[src/rtl/tlsg_pkg.sv]
// Shared types and constants of the thick line span generator.
package tlsg_pkg;

    localparam int DEF_COORD_BITS = 7;
    localparam int DEF_MAX_WIDTH  = 50;

    localparam logic OP_START   = 1'b0;
    localparam logic OP_ADVANCE = 1'b1;

    typedef struct packed {
        logic       valid;
        logic       last;
        logic       vertical;
        logic [7:0] fixed_coord;
        logic [7:0] span_from;
        logic [7:0] span_to;
        logic [7:0] color;
    } t_span;

endpackage

[src/rtl/tlsg_core.sv]
// Line state and one-step span computation of the thick line span generator.
module tlsg_core
    import tlsg_pkg::*;
#(
    parameter int COORD_BITS = DEF_COORD_BITS,
    parameter int MAX_WIDTH  = DEF_MAX_WIDTH
) (
    input  logic                  i_clk,
    input  logic                  i_rst_n,
    input  logic                  i_valid,
    input  logic                  i_opcode,
    input  logic [COORD_BITS-1:0] i_x_start,
    input  logic [COORD_BITS-1:0] i_y_start,
    input  logic [COORD_BITS-1:0] i_x_end,
    input  logic [COORD_BITS-1:0] i_y_end,
    input  logic [7:0]            i_line_width,
    input  logic [7:0]            i_pen_color,
    output t_span                 o_span
);

    localparam int HALF_BITS = $clog2(MAX_WIDTH / 2 + 2);
    localparam int POS_BITS  = $clog2((2 ** COORD_BITS) + MAX_WIDTH);
    localparam int DBL_BITS  = COORD_BITS + 1;
    localparam int ERR_BITS  = COORD_BITS + 3;
    localparam logic [7:0] WIDTH_CAP = 8'(MAX_WIDTH);
    localparam logic [POS_BITS-1:0] POS_ONE = POS_BITS'(1);

    typedef enum logic [2:0] {
        M_IDLE,
        M_COLS,
        M_ROWS,
        M_XMAJ,
        M_YMAJ
    } t_mode;

    function automatic logic [POS_BITS-1:0] clamp_low(input logic [POS_BITS-1:0] c,
                                                       input logic [HALF_BITS-1:0] h);
        logic [POS_BITS-1:0] hp;
        hp = POS_BITS'(h);
        return (c < hp) ? '0 : c - hp;
    endfunction

    function automatic logic [7:0] to_byte(input logic [POS_BITS-1:0] v);
        logic [POS_BITS+7:0] t;
        t = {8'h00, v};
        return t[7:0];
    endfunction

    t_mode                  r_mode, n_mode;
    logic [POS_BITS-1:0]    r_cur_x, n_cur_x;
    logic [POS_BITS-1:0]    r_cur_y, n_cur_y;
    logic [POS_BITS-1:0]    r_end, n_end;
    logic signed [ERR_BITS-1:0] r_err, n_err;
    logic [DBL_BITS-1:0]    r_tdx, n_tdx;
    logic [DBL_BITS-1:0]    r_tdy, n_tdy;
    logic                   r_x_neg, n_x_neg;
    logic                   r_y_neg, n_y_neg;
    logic [HALF_BITS-1:0]   r_hb, n_hb;
    logic [HALF_BITS-1:0]   r_ha, n_ha;
    logic [COORD_BITS-1:0]  r_held_from, n_held_from;
    logic [COORD_BITS-1:0]  r_held_to, n_held_to;
    logic [7:0]             r_color, n_color;

    logic [7:0]             w_wclamp;
    logic [HALF_BITS-1:0]   w_hb, w_ha;
    logic                   w_x_neg, w_y_neg;
    logic [COORD_BITS-1:0]  w_adx, w_ady;
    logic [POS_BITS-1:0]    w_x0, w_y0, w_x1, w_y1;
    t_span                  w_span;

    // Width clamp and split into the halves around the centre pixel.
    assign w_wclamp = (i_line_width > WIDTH_CAP) ? WIDTH_CAP : i_line_width;
    assign w_hb     = HALF_BITS'(w_wclamp >> 1);
    assign w_ha     = HALF_BITS'(w_wclamp - (w_wclamp >> 1) - 8'd1);

    assign w_x_neg = i_x_end < i_x_start;
    assign w_y_neg = i_y_end < i_y_start;
    assign w_adx   = w_x_neg ? i_x_start - i_x_end : i_x_end - i_x_start;
    assign w_ady   = w_y_neg ? i_y_start - i_y_end : i_y_end - i_y_start;
    assign w_x0    = POS_BITS'(i_x_start);
    assign w_y0    = POS_BITS'(i_y_start);
    assign w_x1    = POS_BITS'(i_x_end);
    assign w_y1    = POS_BITS'(i_y_end);

    always_comb begin : step_logic
        logic v_last;
        logic signed [ERR_BITS-1:0] v_tdx_e, v_tdy_e;
        v_last      = 1'b0;
        n_mode      = r_mode;
        n_cur_x     = r_cur_x;
        n_cur_y     = r_cur_y;
        n_end       = r_end;
        n_err       = r_err;
        n_tdx       = r_tdx;
        n_tdy       = r_tdy;
        n_x_neg     = r_x_neg;
        n_y_neg     = r_y_neg;
        n_hb        = r_hb;
        n_ha        = r_ha;
        n_held_from = r_held_from;
        n_held_to   = r_held_to;
        n_color     = r_color;
        w_span      = '0;

        // Start: load the new line, or drop to idle on zero width.
        if (i_valid && (i_opcode == OP_START)) begin
            n_mode = M_IDLE;
            if (i_line_width != 8'd0) begin
                n_color = i_pen_color;
                n_hb    = w_hb;
                n_ha    = w_ha;
                if (i_x_start == i_x_end) begin
                    n_cur_x     = clamp_low(w_x0, w_hb);
                    n_end       = w_x0 + POS_BITS'(w_ha);
                    n_cur_y     = w_y0;
                    n_held_from = i_y_start;
                    n_held_to   = i_y_end;
                    n_mode      = M_COLS;
                end else if (i_y_start == i_y_end) begin
                    n_cur_y     = clamp_low(w_y0, w_hb);
                    n_end       = w_y0 + POS_BITS'(w_ha);
                    n_cur_x     = w_x0;
                    n_held_from = i_x_start;
                    n_held_to   = i_x_end;
                    n_mode      = M_ROWS;
                end else begin
                    n_x_neg = w_x_neg;
                    n_y_neg = w_y_neg;
                    n_tdx   = {w_adx, 1'b0};
                    n_tdy   = {w_ady, 1'b0};
                    n_cur_x = w_x0;
                    n_cur_y = w_y0;
                    if (w_adx >= w_ady) begin
                        n_err  = $signed(ERR_BITS'({w_ady, 1'b0}))
                                 - $signed(ERR_BITS'(w_adx));
                        n_end  = w_x1;
                        n_mode = M_XMAJ;
                    end else begin
                        n_err  = $signed(ERR_BITS'({w_adx, 1'b0}))
                                 - $signed(ERR_BITS'(w_ady));
                        n_end  = w_y1;
                        n_mode = M_YMAJ;
                    end
                end
            end
        end

        // Doubled deltas of the line in force, widened for the decision update.
        v_tdx_e = $signed(ERR_BITS'(n_tdx));
        v_tdy_e = $signed(ERR_BITS'(n_tdy));

        // Emit the span at the current point and advance.
        if (i_valid) begin
            unique case (n_mode)
                M_COLS: begin
                    v_last             = n_cur_x >= n_end;
                    w_span.valid       = 1'b1;
                    w_span.last        = v_last;
                    w_span.vertical    = 1'b1;
                    w_span.fixed_coord = to_byte(n_cur_x);
                    w_span.span_from   = to_byte(POS_BITS'(n_held_from));
                    w_span.span_to     = to_byte(POS_BITS'(n_held_to));
                    w_span.color       = n_color;
                    if (v_last) begin
                        n_mode = M_IDLE;
                    end else begin
                        n_cur_x = n_cur_x + POS_ONE;
                    end
                end
                M_ROWS: begin
                    v_last             = n_cur_y >= n_end;
                    w_span.valid       = 1'b1;
                    w_span.last        = v_last;
                    w_span.vertical    = 1'b0;
                    w_span.fixed_coord = to_byte(n_cur_y);
                    w_span.span_from   = to_byte(POS_BITS'(n_held_from));
                    w_span.span_to     = to_byte(POS_BITS'(n_held_to));
                    w_span.color       = n_color;
                    if (v_last) begin
                        n_mode = M_IDLE;
                    end else begin
                        n_cur_y = n_cur_y + POS_ONE;
                    end
                end
                M_XMAJ: begin
                    v_last             = n_cur_x == n_end;
                    w_span.valid       = 1'b1;
                    w_span.last        = v_last;
                    w_span.vertical    = 1'b1;
                    w_span.fixed_coord = to_byte(n_cur_x);
                    w_span.span_from   = to_byte(clamp_low(n_cur_y, n_hb));
                    w_span.span_to     = to_byte(n_cur_y + POS_BITS'(n_ha));
                    w_span.color       = n_color;
                    if (v_last) begin
                        n_mode = M_IDLE;
                    end else begin
                        n_cur_x = n_x_neg ? n_cur_x - POS_ONE : n_cur_x + POS_ONE;
                        if (n_err[ERR_BITS-1]) begin
                            n_err = n_err + v_tdy_e;
                        end else begin
                            n_err   = n_err + (v_tdy_e - v_tdx_e);
                            n_cur_y = n_y_neg ? n_cur_y - POS_ONE : n_cur_y + POS_ONE;
                        end
                    end
                end
                M_YMAJ: begin
                    v_last             = n_cur_y == n_end;
                    w_span.valid       = 1'b1;
                    w_span.last        = v_last;
                    w_span.vertical    = 1'b0;
                    w_span.fixed_coord = to_byte(n_cur_y);
                    w_span.span_from   = to_byte(clamp_low(n_cur_x, n_hb));
                    w_span.span_to     = to_byte(n_cur_x + POS_BITS'(n_ha));
                    w_span.color       = n_color;
                    if (v_last) begin
                        n_mode = M_IDLE;
                    end else begin
                        n_cur_y = n_y_neg ? n_cur_y - POS_ONE : n_cur_y + POS_ONE;
                        if (n_err[ERR_BITS-1]) begin
                            n_err = n_err + v_tdx_e;
                        end else begin
                            n_err   = n_err + (v_tdx_e - v_tdy_e);
                            n_cur_x = n_x_neg ? n_cur_x - POS_ONE : n_cur_x + POS_ONE;
                        end
                    end
                end
                default: begin
                end
            endcase
        end
    end

    assign o_span = w_span;

    always_ff @(posedge i_clk) begin
        if (!i_rst_n) begin
            r_mode      <= M_IDLE;
            r_cur_x     <= '0;
            r_cur_y     <= '0;
            r_end       <= '0;
            r_err       <= '0;
            r_tdx       <= '0;
            r_tdy       <= '0;
            r_x_neg     <= 1'b0;
            r_y_neg     <= 1'b0;
            r_hb        <= '0;
            r_ha        <= '0;
            r_held_from <= '0;
            r_held_to   <= '0;
            r_color     <= '0;
        end else begin
            r_mode      <= n_mode;
            r_cur_x     <= n_cur_x;
            r_cur_y     <= n_cur_y;
            r_end       <= n_end;
            r_err       <= n_err;
            r_tdx       <= n_tdx;
            r_tdy       <= n_tdy;
            r_x_neg     <= n_x_neg;
            r_y_neg     <= n_y_neg;
            r_hb        <= n_hb;
            r_ha        <= n_ha;
            r_held_from <= n_held_from;
            r_held_to   <= n_held_to;
            r_color     <= n_color;
        end
    end

endmodule

[src/rtl/thick_line_span_generator_unit.sv]
// Top level of the thick line span generator: input and result registers around the core.
//
// Usage:
//   Slave channel (i_s_*): one command item per handshake. tuser is the opcode
//   (start = 0, advance = 1); tdata carries the end points, width and color.
//   A start loads a new line and returns its first span; each advance returns
//   the next span. Every accepted item returns exactly one result item.
//   Master channel (o_m_*): tuser[0] says whether the result holds a span,
//   tuser[1] whether that span is vertical, tlast marks the final span.
//   A result without a span has every other field zero.
// Pipeline and throughput:
//   An item sits in the input register while the core works its span with
//   add/compare logic; the span enters the result register when that register
//   is free, which raises o_m_tvalid. One item per cycle is taken sustained
//   while the receiver keeps up; the Bresenham step in the core is the only loop.
// Reset and stall:
//   i_rst_n low (synchronous) empties both registers and returns the line
//   state to idle. While the receiver stalls, the result is held and one more
//   item may still be taken into the input register; then o_s_tready drops.
module thick_line_span_generator_unit
    import tlsg_pkg::*;
#(
    parameter int COORD_BITS = DEF_COORD_BITS,
    parameter int MAX_WIDTH  = DEF_MAX_WIDTH,
    localparam int IN_FIELD_BITS = 4 * COORD_BITS + 16,
    localparam int IN_DATA_BITS  = ((IN_FIELD_BITS + 7) / 8) * 8
) (
    input  logic                    i_clk,
    input  logic                    i_rst_n,
    input  logic                    i_s_tvalid,
    output logic                    o_s_tready,
    // x_start, y_start, x_end, y_end, line_width, pen_color (lowest bit up)
    input  logic [IN_DATA_BITS-1:0] i_s_tdata,
    // opcode
    input  logic                    i_s_tuser,
    output logic                    o_m_tvalid,
    input  logic                    i_m_tready,
    // fixed_coord, span_from, span_to, span_color (lowest bit up)
    output logic [31:0]             o_m_tdata,
    // span_valid, span_vertical (lowest bit up)
    output logic [1:0]              o_m_tuser,
    output logic                    o_m_tlast
);

    localparam int C = COORD_BITS;

    logic                     r_in_valid;
    logic                     r_in_op;
    logic [IN_FIELD_BITS-1:0] r_in_data;
    logic                     r_out_valid;
    t_span                    r_span;
    logic                     w_adv;
    t_span                    w_span;

    // Move the input item into the core when the result register is free.
    assign w_adv      = !r_out_valid || i_m_tready;
    assign o_s_tready = !r_in_valid || w_adv;

    always_ff @(posedge i_clk) begin
        if (!i_rst_n) begin
            r_in_valid <= 1'b0;
        end else if (o_s_tready) begin
            r_in_valid <= i_s_tvalid;
        end
    end

    // Hold the payload unless a new item is taken.
    always_ff @(posedge i_clk) begin
        if (o_s_tready && i_s_tvalid) begin
            r_in_op   <= i_s_tuser;
            r_in_data <= i_s_tdata[IN_FIELD_BITS-1:0];
        end
    end

    tlsg_core #(
        .COORD_BITS (COORD_BITS),
        .MAX_WIDTH  (MAX_WIDTH)
    ) u_core (
        .i_clk        (i_clk),
        .i_rst_n      (i_rst_n),
        .i_valid      (r_in_valid && w_adv),
        .i_opcode     (r_in_op),
        .i_x_start    (r_in_data[C-1:0]),
        .i_y_start    (r_in_data[2*C-1:C]),
        .i_x_end      (r_in_data[3*C-1:2*C]),
        .i_y_end      (r_in_data[4*C-1:3*C]),
        .i_line_width (r_in_data[4*C+7:4*C]),
        .i_pen_color  (r_in_data[4*C+15:4*C+8]),
        .o_span       (w_span)
    );

    // Result register: load on advance, hold while the receiver stalls.
    always_ff @(posedge i_clk) begin
        if (!i_rst_n) begin
            r_out_valid <= 1'b0;
        end else if (w_adv) begin
            r_out_valid <= r_in_valid;
        end
    end

    always_ff @(posedge i_clk) begin
        if (w_adv && r_in_valid) begin
            r_span <= w_span;
        end
    end

    assign o_m_tvalid = r_out_valid;
    assign o_m_tdata  = {r_span.color, r_span.span_to, r_span.span_from, r_span.fixed_coord};
    assign o_m_tuser  = {r_span.vertical, r_span.valid};
    assign o_m_tlast  = r_span.last;

endmodule

[config.mk]
export PLATFORM = sky130hd
export DESIGN_NAME = thick_line_span_generator_unit
export DESIGN_NICKNAME = d
export VERILOG_FILES = /design/src/rtl/tlsg_pkg.sv /design/src/rtl/tlsg_core.sv /design/src/rtl/thick_line_span_generator_unit.sv
export SDC_FILE = /design/constraint.sdc
export NUM_CORES = 1
export LEC_CHECK = 0
export BUFFER_PORTS_ARGS = -buffer_cell sky130_fd_sc_hd__buf_2
export CAP_MARGIN = 20
export CORE_ASPECT_RATIO = 1.1
export CORE_MARGIN = 4
export CORE_UTILIZATION = 50
export DETAILED_ROUTE_END_ITERATION = 10
export PLACE_DENSITY = 0.73
export SETUP_SLACK_MARGIN = 0.15
export SYNTH_ARGS = -nofsm -noshare
export SYNTH_HDL_FRONTEND = slang
export SYNTH_SLANG_ARGS = --single-unit
[constraint.sdc]
create_clock -name i_clk -period 16.1 [get_ports i_clk]
set_input_delay 1.61 -clock i_clk [delete_from_list [all_inputs] [get_ports i_clk]]
set_output_delay 1.61 -clock i_clk [all_outputs]
set_load 0.01 [all_outputs]
### Word-level counts from Yosys, hierarchy flattened

Cells that the tools add are included.
Widths: inputs -> output; s select.

* flip-flop bits (word level): 169
* bits of input ports: 53
* output and inout port bits: 37
* word-level logic and storage cells: 164

* add/sub/neg operators: 26
* order comparisons: 10
* eq/ne operators: 8
* multiplexer cells: 86
* bitwise logic cells: 1
* reduce and logical (&&, ||, !) cells: 8

Operators by type and width (count)
* $mux 8: 37
* $pmux 35 s4: 1
* $mux 10: 10
* $mux 7: 11
* $pmux 8 s3: 2
* $mux 3: 10
* $sub 7x7->7: 4
* $add 10x10->10: 2
* $add 10x9->10: 2
* $mux 5: 4
* $pmux 10 s2: 1
* $sub 8x7->9: 2
* $sub 8x8->9: 2
* $add 7x5->8: 2
* $add 8x1->8 const B: 2
* $add 8x5->8: 2
* $eq 8x8->1: 2
* $ge 8x8->1: 2
* $lt 8x5->1: 2
* $sub 7x5->8: 2
* $sub 8x1->8 const B: 2
* $sub 8x5->8: 2
* $eq 7x7->1: 2
* $lt 7x5->1: 2
* 16 further kinds: 29

### Logic depth before layout (Yosys ltp)

* depth after elaboration: 14
* depth in mapped cells: 37
* depth with buffers taken out: 33

### Hierarchy

Synthesis repeated with hierarchy kept, for this count alone.

* cells, all modules: 1589
* area total of the unflattened synthesis: 13366.6 µm²

By module, submodules not included
* tlsg_core: instances 1, cells each 1500, area an instance 10860.4 µm², sequential area each 1741.7 µm²
* thick_line_span_generator_unit: instances 1, cells each 89, area an instance 2506.2 µm², sequential area each 2442.3 µm²

### Worst setup path after synthesis

OpenSTA, ideal clock, no wires.

* kind: register -> register
* from: register r_in_data[12]
* to: register u_core.r_err[9]
* arrival: 6.726 ns
* required time: 15.983 ns
* setup slack: 9.257 ns
* stages on the path, launching flop included: 30
* buffers on the path: 2
* period minus slack after synthesis: 6.843 ns
* path through: edfxtp_1 -> inv_1 -> ha_1 -> and4_1 -> buf_4 -> a21oi_2 -> mux2_2 -> a21oi_1 -> xnor2_1 -> inv_1 -> ha_1 -> a21o_1 -> a221oi_2 -> o21ai_1 -> nor4b_1 -> mux2i_1 -> a21oi_1 -> nand2b_1 -> clkbuf_1 -> mux2_2 -> ha_1 -> a21o_1 -> a21oi_1 -> o21ai_0 -> o41ai_1 -> nor2_1 -> a211oi_1 -> o22a_1 -> o21ai_0 -> a32o_1

* longest elaborated chain between the ends: 13
* elaborated cells between the ends (all ways): 55
* those cells by class: add/sub (12); order compare (3); eq/ne (5); mux (35)

RTL lines
* start: declaration: line thick_line_span_generator_unit.sv:49 `logic [IN_FIELD_BITS-1:0] r_in_data;`
* start signal: assignment: line thick_line_span_generator_unit.sv:71 `r_in_data <= i_s_tdata[IN_FIELD_BITS-1:0];`
* $sub 7x7->7 / $lt 7x7->1 (equally long branches): line tlsg_core.sv:79, tlsg_core.sv:77
* $mux 7: line tlsg_core.sv:79 `assign w_ady = w_y_neg ? i_y_start - i_y_end : i_y_end - i_y_start;`
* $sub 8x7->9 (tied with other cells): line tlsg_core.sv:140 `- $signed(ERR_BITS'(w_ady));`
* $mux 10: line tlsg_core.sv:133 `if (w_adx >= w_ady) begin`
* $mux 10: line tlsg_core.sv:119 `end else if (i_y_start == i_y_end) begin`
* $mux 10: line tlsg_core.sv:112 `if (i_x_start == i_x_end) begin`
* $mux 10: line tlsg_core.sv:108 `if (i_line_width != 8'd0) begin`
* $mux 10: line tlsg_core.sv:106 `if (i_valid && (i_opcode == OP_START)) begin`
* $add 10x10->10 (tied with other cells): line tlsg_core.sv:222 `n_err = n_err + (v_tdx_e - v_tdy_e);`
* $mux 10 (on tied branches): line tlsg_core.sv:219, tlsg_core.sv:198
* $mux 10 (on tied branches): line tlsg_core.sv:215, tlsg_core.sv:194
* $pmux 10 s2: line tlsg_core.sv:154 `unique case (n_mode)`
* $mux 10 (*): line tlsg_core.sv:153 `if (i_valid) begin`
* end signal: assignment: line tlsg_core.sv:256 `r_err <= n_err;`
* end: declaration: line tlsg_core.sv:53 `logic signed [ERR_BITS-1:0] r_err, n_err;`

Mark *: on every way between the ends. The rest lies on a longest branch, timed or not.
A chain may end at the register's enable or synchronous reset.

### Worst setup path after layout

* from: register r_in_data[5]
* to: register u_core.r_err[9]

* longest elaborated chain between the ends: 13
* elaborated cells between the ends (all ways): 56
* those cells by class: add/sub (12); order compare (3); eq/ne (5); mux (36)

RTL lines
* $sub 7x7->7 / $lt 7x7->1 (equally long branches): line tlsg_core.sv:78, tlsg_core.sv:76
* $mux 7: line tlsg_core.sv:78 `assign w_adx = w_x_neg ? i_x_start - i_x_end : i_x_end - i_x_start;`
* $sub 8x7->9 (tied with other cells): line tlsg_core.sv:135 `- $signed(ERR_BITS'(w_adx));`
* $mux 10: line tlsg_core.sv:133
* $mux 10: line tlsg_core.sv:119
* $mux 10: line tlsg_core.sv:112
* $mux 10: line tlsg_core.sv:108
* $mux 10: line tlsg_core.sv:106
* $add 10x10->10 (tied with other cells): line tlsg_core.sv:222
* $mux 10 (on tied branches): line tlsg_core.sv:219, tlsg_core.sv:198
* $mux 10 (on tied branches): line tlsg_core.sv:215, tlsg_core.sv:194
* $pmux 10 s2: line tlsg_core.sv:154
* $mux 10 (*): line tlsg_core.sv:153

Marks and branches as above.

==> impl_metrics.py <==
metrics = {
    "place": {
        "dp_hpwl_mm": 28.7,
        "routabilityCongestion": 0.983,
        "dp_cells": 1905,
        "port_buffers": 85,
    },
    "critical_path": {
        "startpoint_type": "flip-flop",
        "cp_max_fo": 34,
        "worstPathRequired_ps": 16440,
        "crit_arrival_ps": 8890,
        "crit_family": "compound AO/OA/AOI/OAI gates",
        "max_stage_delay_ps": 700,
        "crit_slowest_cell": "edfxtp_1",
        "critical_path_buf_inv_count": 4,
        "cp-end-kind": "flip-flop",
        "critPathKind": "flip-flop to flip-flop",
    },
    "clock_network": {
        "numCtsBuffers": 17,
        "htreeDepth": 4,
        "cts-resized-gates": 0,
        "root_buffer": "clkbuf_16",
        "clkLatencyLatePin_ps": 450,
        "cts_tree": "built",
        "clk_pin_slew_ps": 80,
        "cts_hold_buf": 0,
        "clock_sinks": 169,
        "cts_setup_buffers": 0,
        "cts-root-to-sink-buffers": 2,
    },
    "synthesis": {
        "synth_area_um2": 13200,
        "synth-edff-count": 80,
        "ys_seq_area_share_pct": 31.7,
        "avgSynthCellArea_um2": 8.71,
        "synth_ff_type": "dfxtp_1",
        "synthTopCellsByCount": "nand2_1, nor2_1, ha_1",
        "ys_ff_latch": 169,
        "yosys_warnings": 0,
        "syn_nets": 1725,
        "netlist_instances": 1514,
        "async_flop_share_pct": 0,
        "synth.distinct_cells": 93,
        "synth_top_area_share_pct": 18.2,
        "yosysTopAreaCell": "edfxtp_1",
        "synth.area.top_cells": "edfxtp_1, dfxtp_1, ha_1",
    },
    "sta": {
        "min_period_ps": 8550,
        "slew_viol_final": 0,
        "setup_violations": 0,
        "fmax_mhz": 117,
        "fin_skew_ps": 15.4,
        "maxSlewHeadroom_pct": 23.1,
        "rsz0062_at_grt": "no",
        "tightest_slew_ps": 1150,
        "hold_ws_ps": 465,
        "final_hold_viol_count": 0,
        "period_share_pct": 53.1,
        "finalSetupTns_ps": 0,
    },
    "grt": {
        "antenna_found_initial": 0,
        "grt.total_usage_pct": 26.0,
        "grt_pass1_wl_mm": 59.7,
        "grt_pass1_vias": 11109,
        "grt_max_degree": 72,
        "overflow": 0,
    },
    "finish": {
        "syn2layout_area_growth_pct": 10.2,
        "drive_gt1_share_pct": 11.5,
        "fill_cells": 2364,
        "finalNetCount": 1784,
        "final_cells": 1938,
        "n_antenna_cell": 0,
    },
    "floorplanning": {
        "initial_core_util_pct": 50.6,
        "die-height_um": 178,
        "core-area_um2": 26100,
        "rows": 62,
        "die_w_um": 163,
        "fp.dieArea_um2": 29000,
        "ios": 90,
    },
    "job": {
        "cap_violations": 0,
    },
    "route": {
        "dr.first_iter.drc_count": 1020,
        "route.vias.total": 11637,
        "drt_pass1_iterations": 6,
        "ant_nets": 0,
        "post-route-drc-count": 0,
        "viasPerCell": 6.00,
        "detail_route.wl_per_cell_um": 19.6,
        "totalWireLength_mm": 37.9,
    },
    "pwr": {
        "max-vdd-ir-drop_mv": 0.0891,
        "cellPowerDensity_nw_per_um2": 124,
        "p_leak_nw": 6.17,
    },
    "outcome": {
        "run_status": "completed",
    },
    "min_path": {
        "hold_path.class": "flip-flop to flip-flop",
    },
}
-- final cells by class --
class / instances / area [um2] / share of cell area, %
Clock buffer: 17 / 425 / 2.93
Clock inverter: 15 / 176 / 1.21
Inverter: 109 / 409 / 2.82
Multi-Input combinational cell: 1177 / 8350 / 57.5
Sequential cell: 169 / 4180 / 28.8
Tap cell: 352 / 440 / 3.03
Timing Repair Buffer: 99 / 543 / 3.74
-- power by group --
| group | switching, mW | total (mW) | internal (mW) | leakage (nW) |
|---|---|---|---|---|
| clock network | 0.206 | 0.415 | 0.209 | 0.290 |
| registers | 0.0188 | 0.504 | 0.485 | 1.50 |
| logic | 0.546 | 0.890 | 0.343 | 4.38 |
-- metal layers --
layer  vias up  routed length, um  track usage, %
met4         0               1510            10.1
met3       100               2550            4.39
met1      5457              16000            34.0
li1       5584                  -               -
met5         -                  0               0
met2       496              17800            43.1
-- cell usage in the layout, fill, tap and decap left out, drive strengths merged, types with 21 or more instances in the layout --
cell,count
o22ai,43
edfxtp,80
o21ai,128
mux2i,35
nand2b,22
a21o,40
inv,115
nor2,142
nand3,21
a21oi,102
xnor2,53
nand2,142
nor3,30
xor2,28
buf,99
dfxtp,89
ha,140
-- tightest hold or removal path: cells and delay by family (launching register included) --
kind | cells | cell delay (ps)
compound gates | 1 | 60
simple gates | 1 | 60
flops | 1 | 300
-- flip-flops by register name, summed over array words and instances (netlist names) --
| register | cells |
|---|---|
| u_core.r_end | 8 |
| u_core.r_mode | 3 |
| u_core.r_held_to | 7 |
| u_core.r_cur_x | 8 |
| r_in_data | 44 |
| r_in_valid | 1 |
| u_core.r_hb | 5 |
| u_core.r_tdx | 8 |
| u_core.r_color | 8 |
| r_in_op | 1 |
| o_m_tdata | 32 |
| o_m_tvalid | 1 |
| u_core.r_cur_y | 8 |
| o_m_tuser | 2 |
| u_core.r_x_neg | 1 |
| u_core.r_tdy | 8 |
| u_core.r_err | 10 |
| u_core.r_ha | 5 |
| o_m_tlast | 1 |
| u_core.r_y_neg | 1 |
| u_core.r_held_from | 7 |
-- final timing paths --
kind | endpoint | cells past startpoint | slack, ps | start
worst max-delay path | u_core.r_err[9] | 28 | 7550 | r_in_data[5]
worst min-delay path | u_core.r_ha[3] | 2 | 470 | u_core.r_ha[3]
worst max register to register | u_core.r_err[9] | 28 | 7550 | r_in_data[5]
worst min register to register | u_core.r_ha[3] | 2 | 470 | u_core.r_ha[3]
-- stage by stage --
stage	power, mW	util [%]	area (um2)	setup WS [ps]
after detailed placement	1.38	53.4	13900	7760
after CTS	1.80	55.7	14500	7720
final	1.81	55.7	14500	7550
after global placement	1.36	53.4	13900	7880
after floorplan	1.18	-	13200	9260
after global routing	1.93	55.7	14500	7000
-- logic make-up (layout without fill, tap and decap cells) --
kind of cell	after synthesis	count (layout)	share of synthesized area, %
AOI/OAI and AO/OA	457	457	22.6
and+or+nand+nor	440	440	16.0
DFF	169	169	31.7
buffers and inverters	168	240	5.04
adders and majority gates	158	158	16.0
xor gates and xnor gates	81	81	5.38
muxes	41	41	3.23
Power figures use the tool's default switching activity.
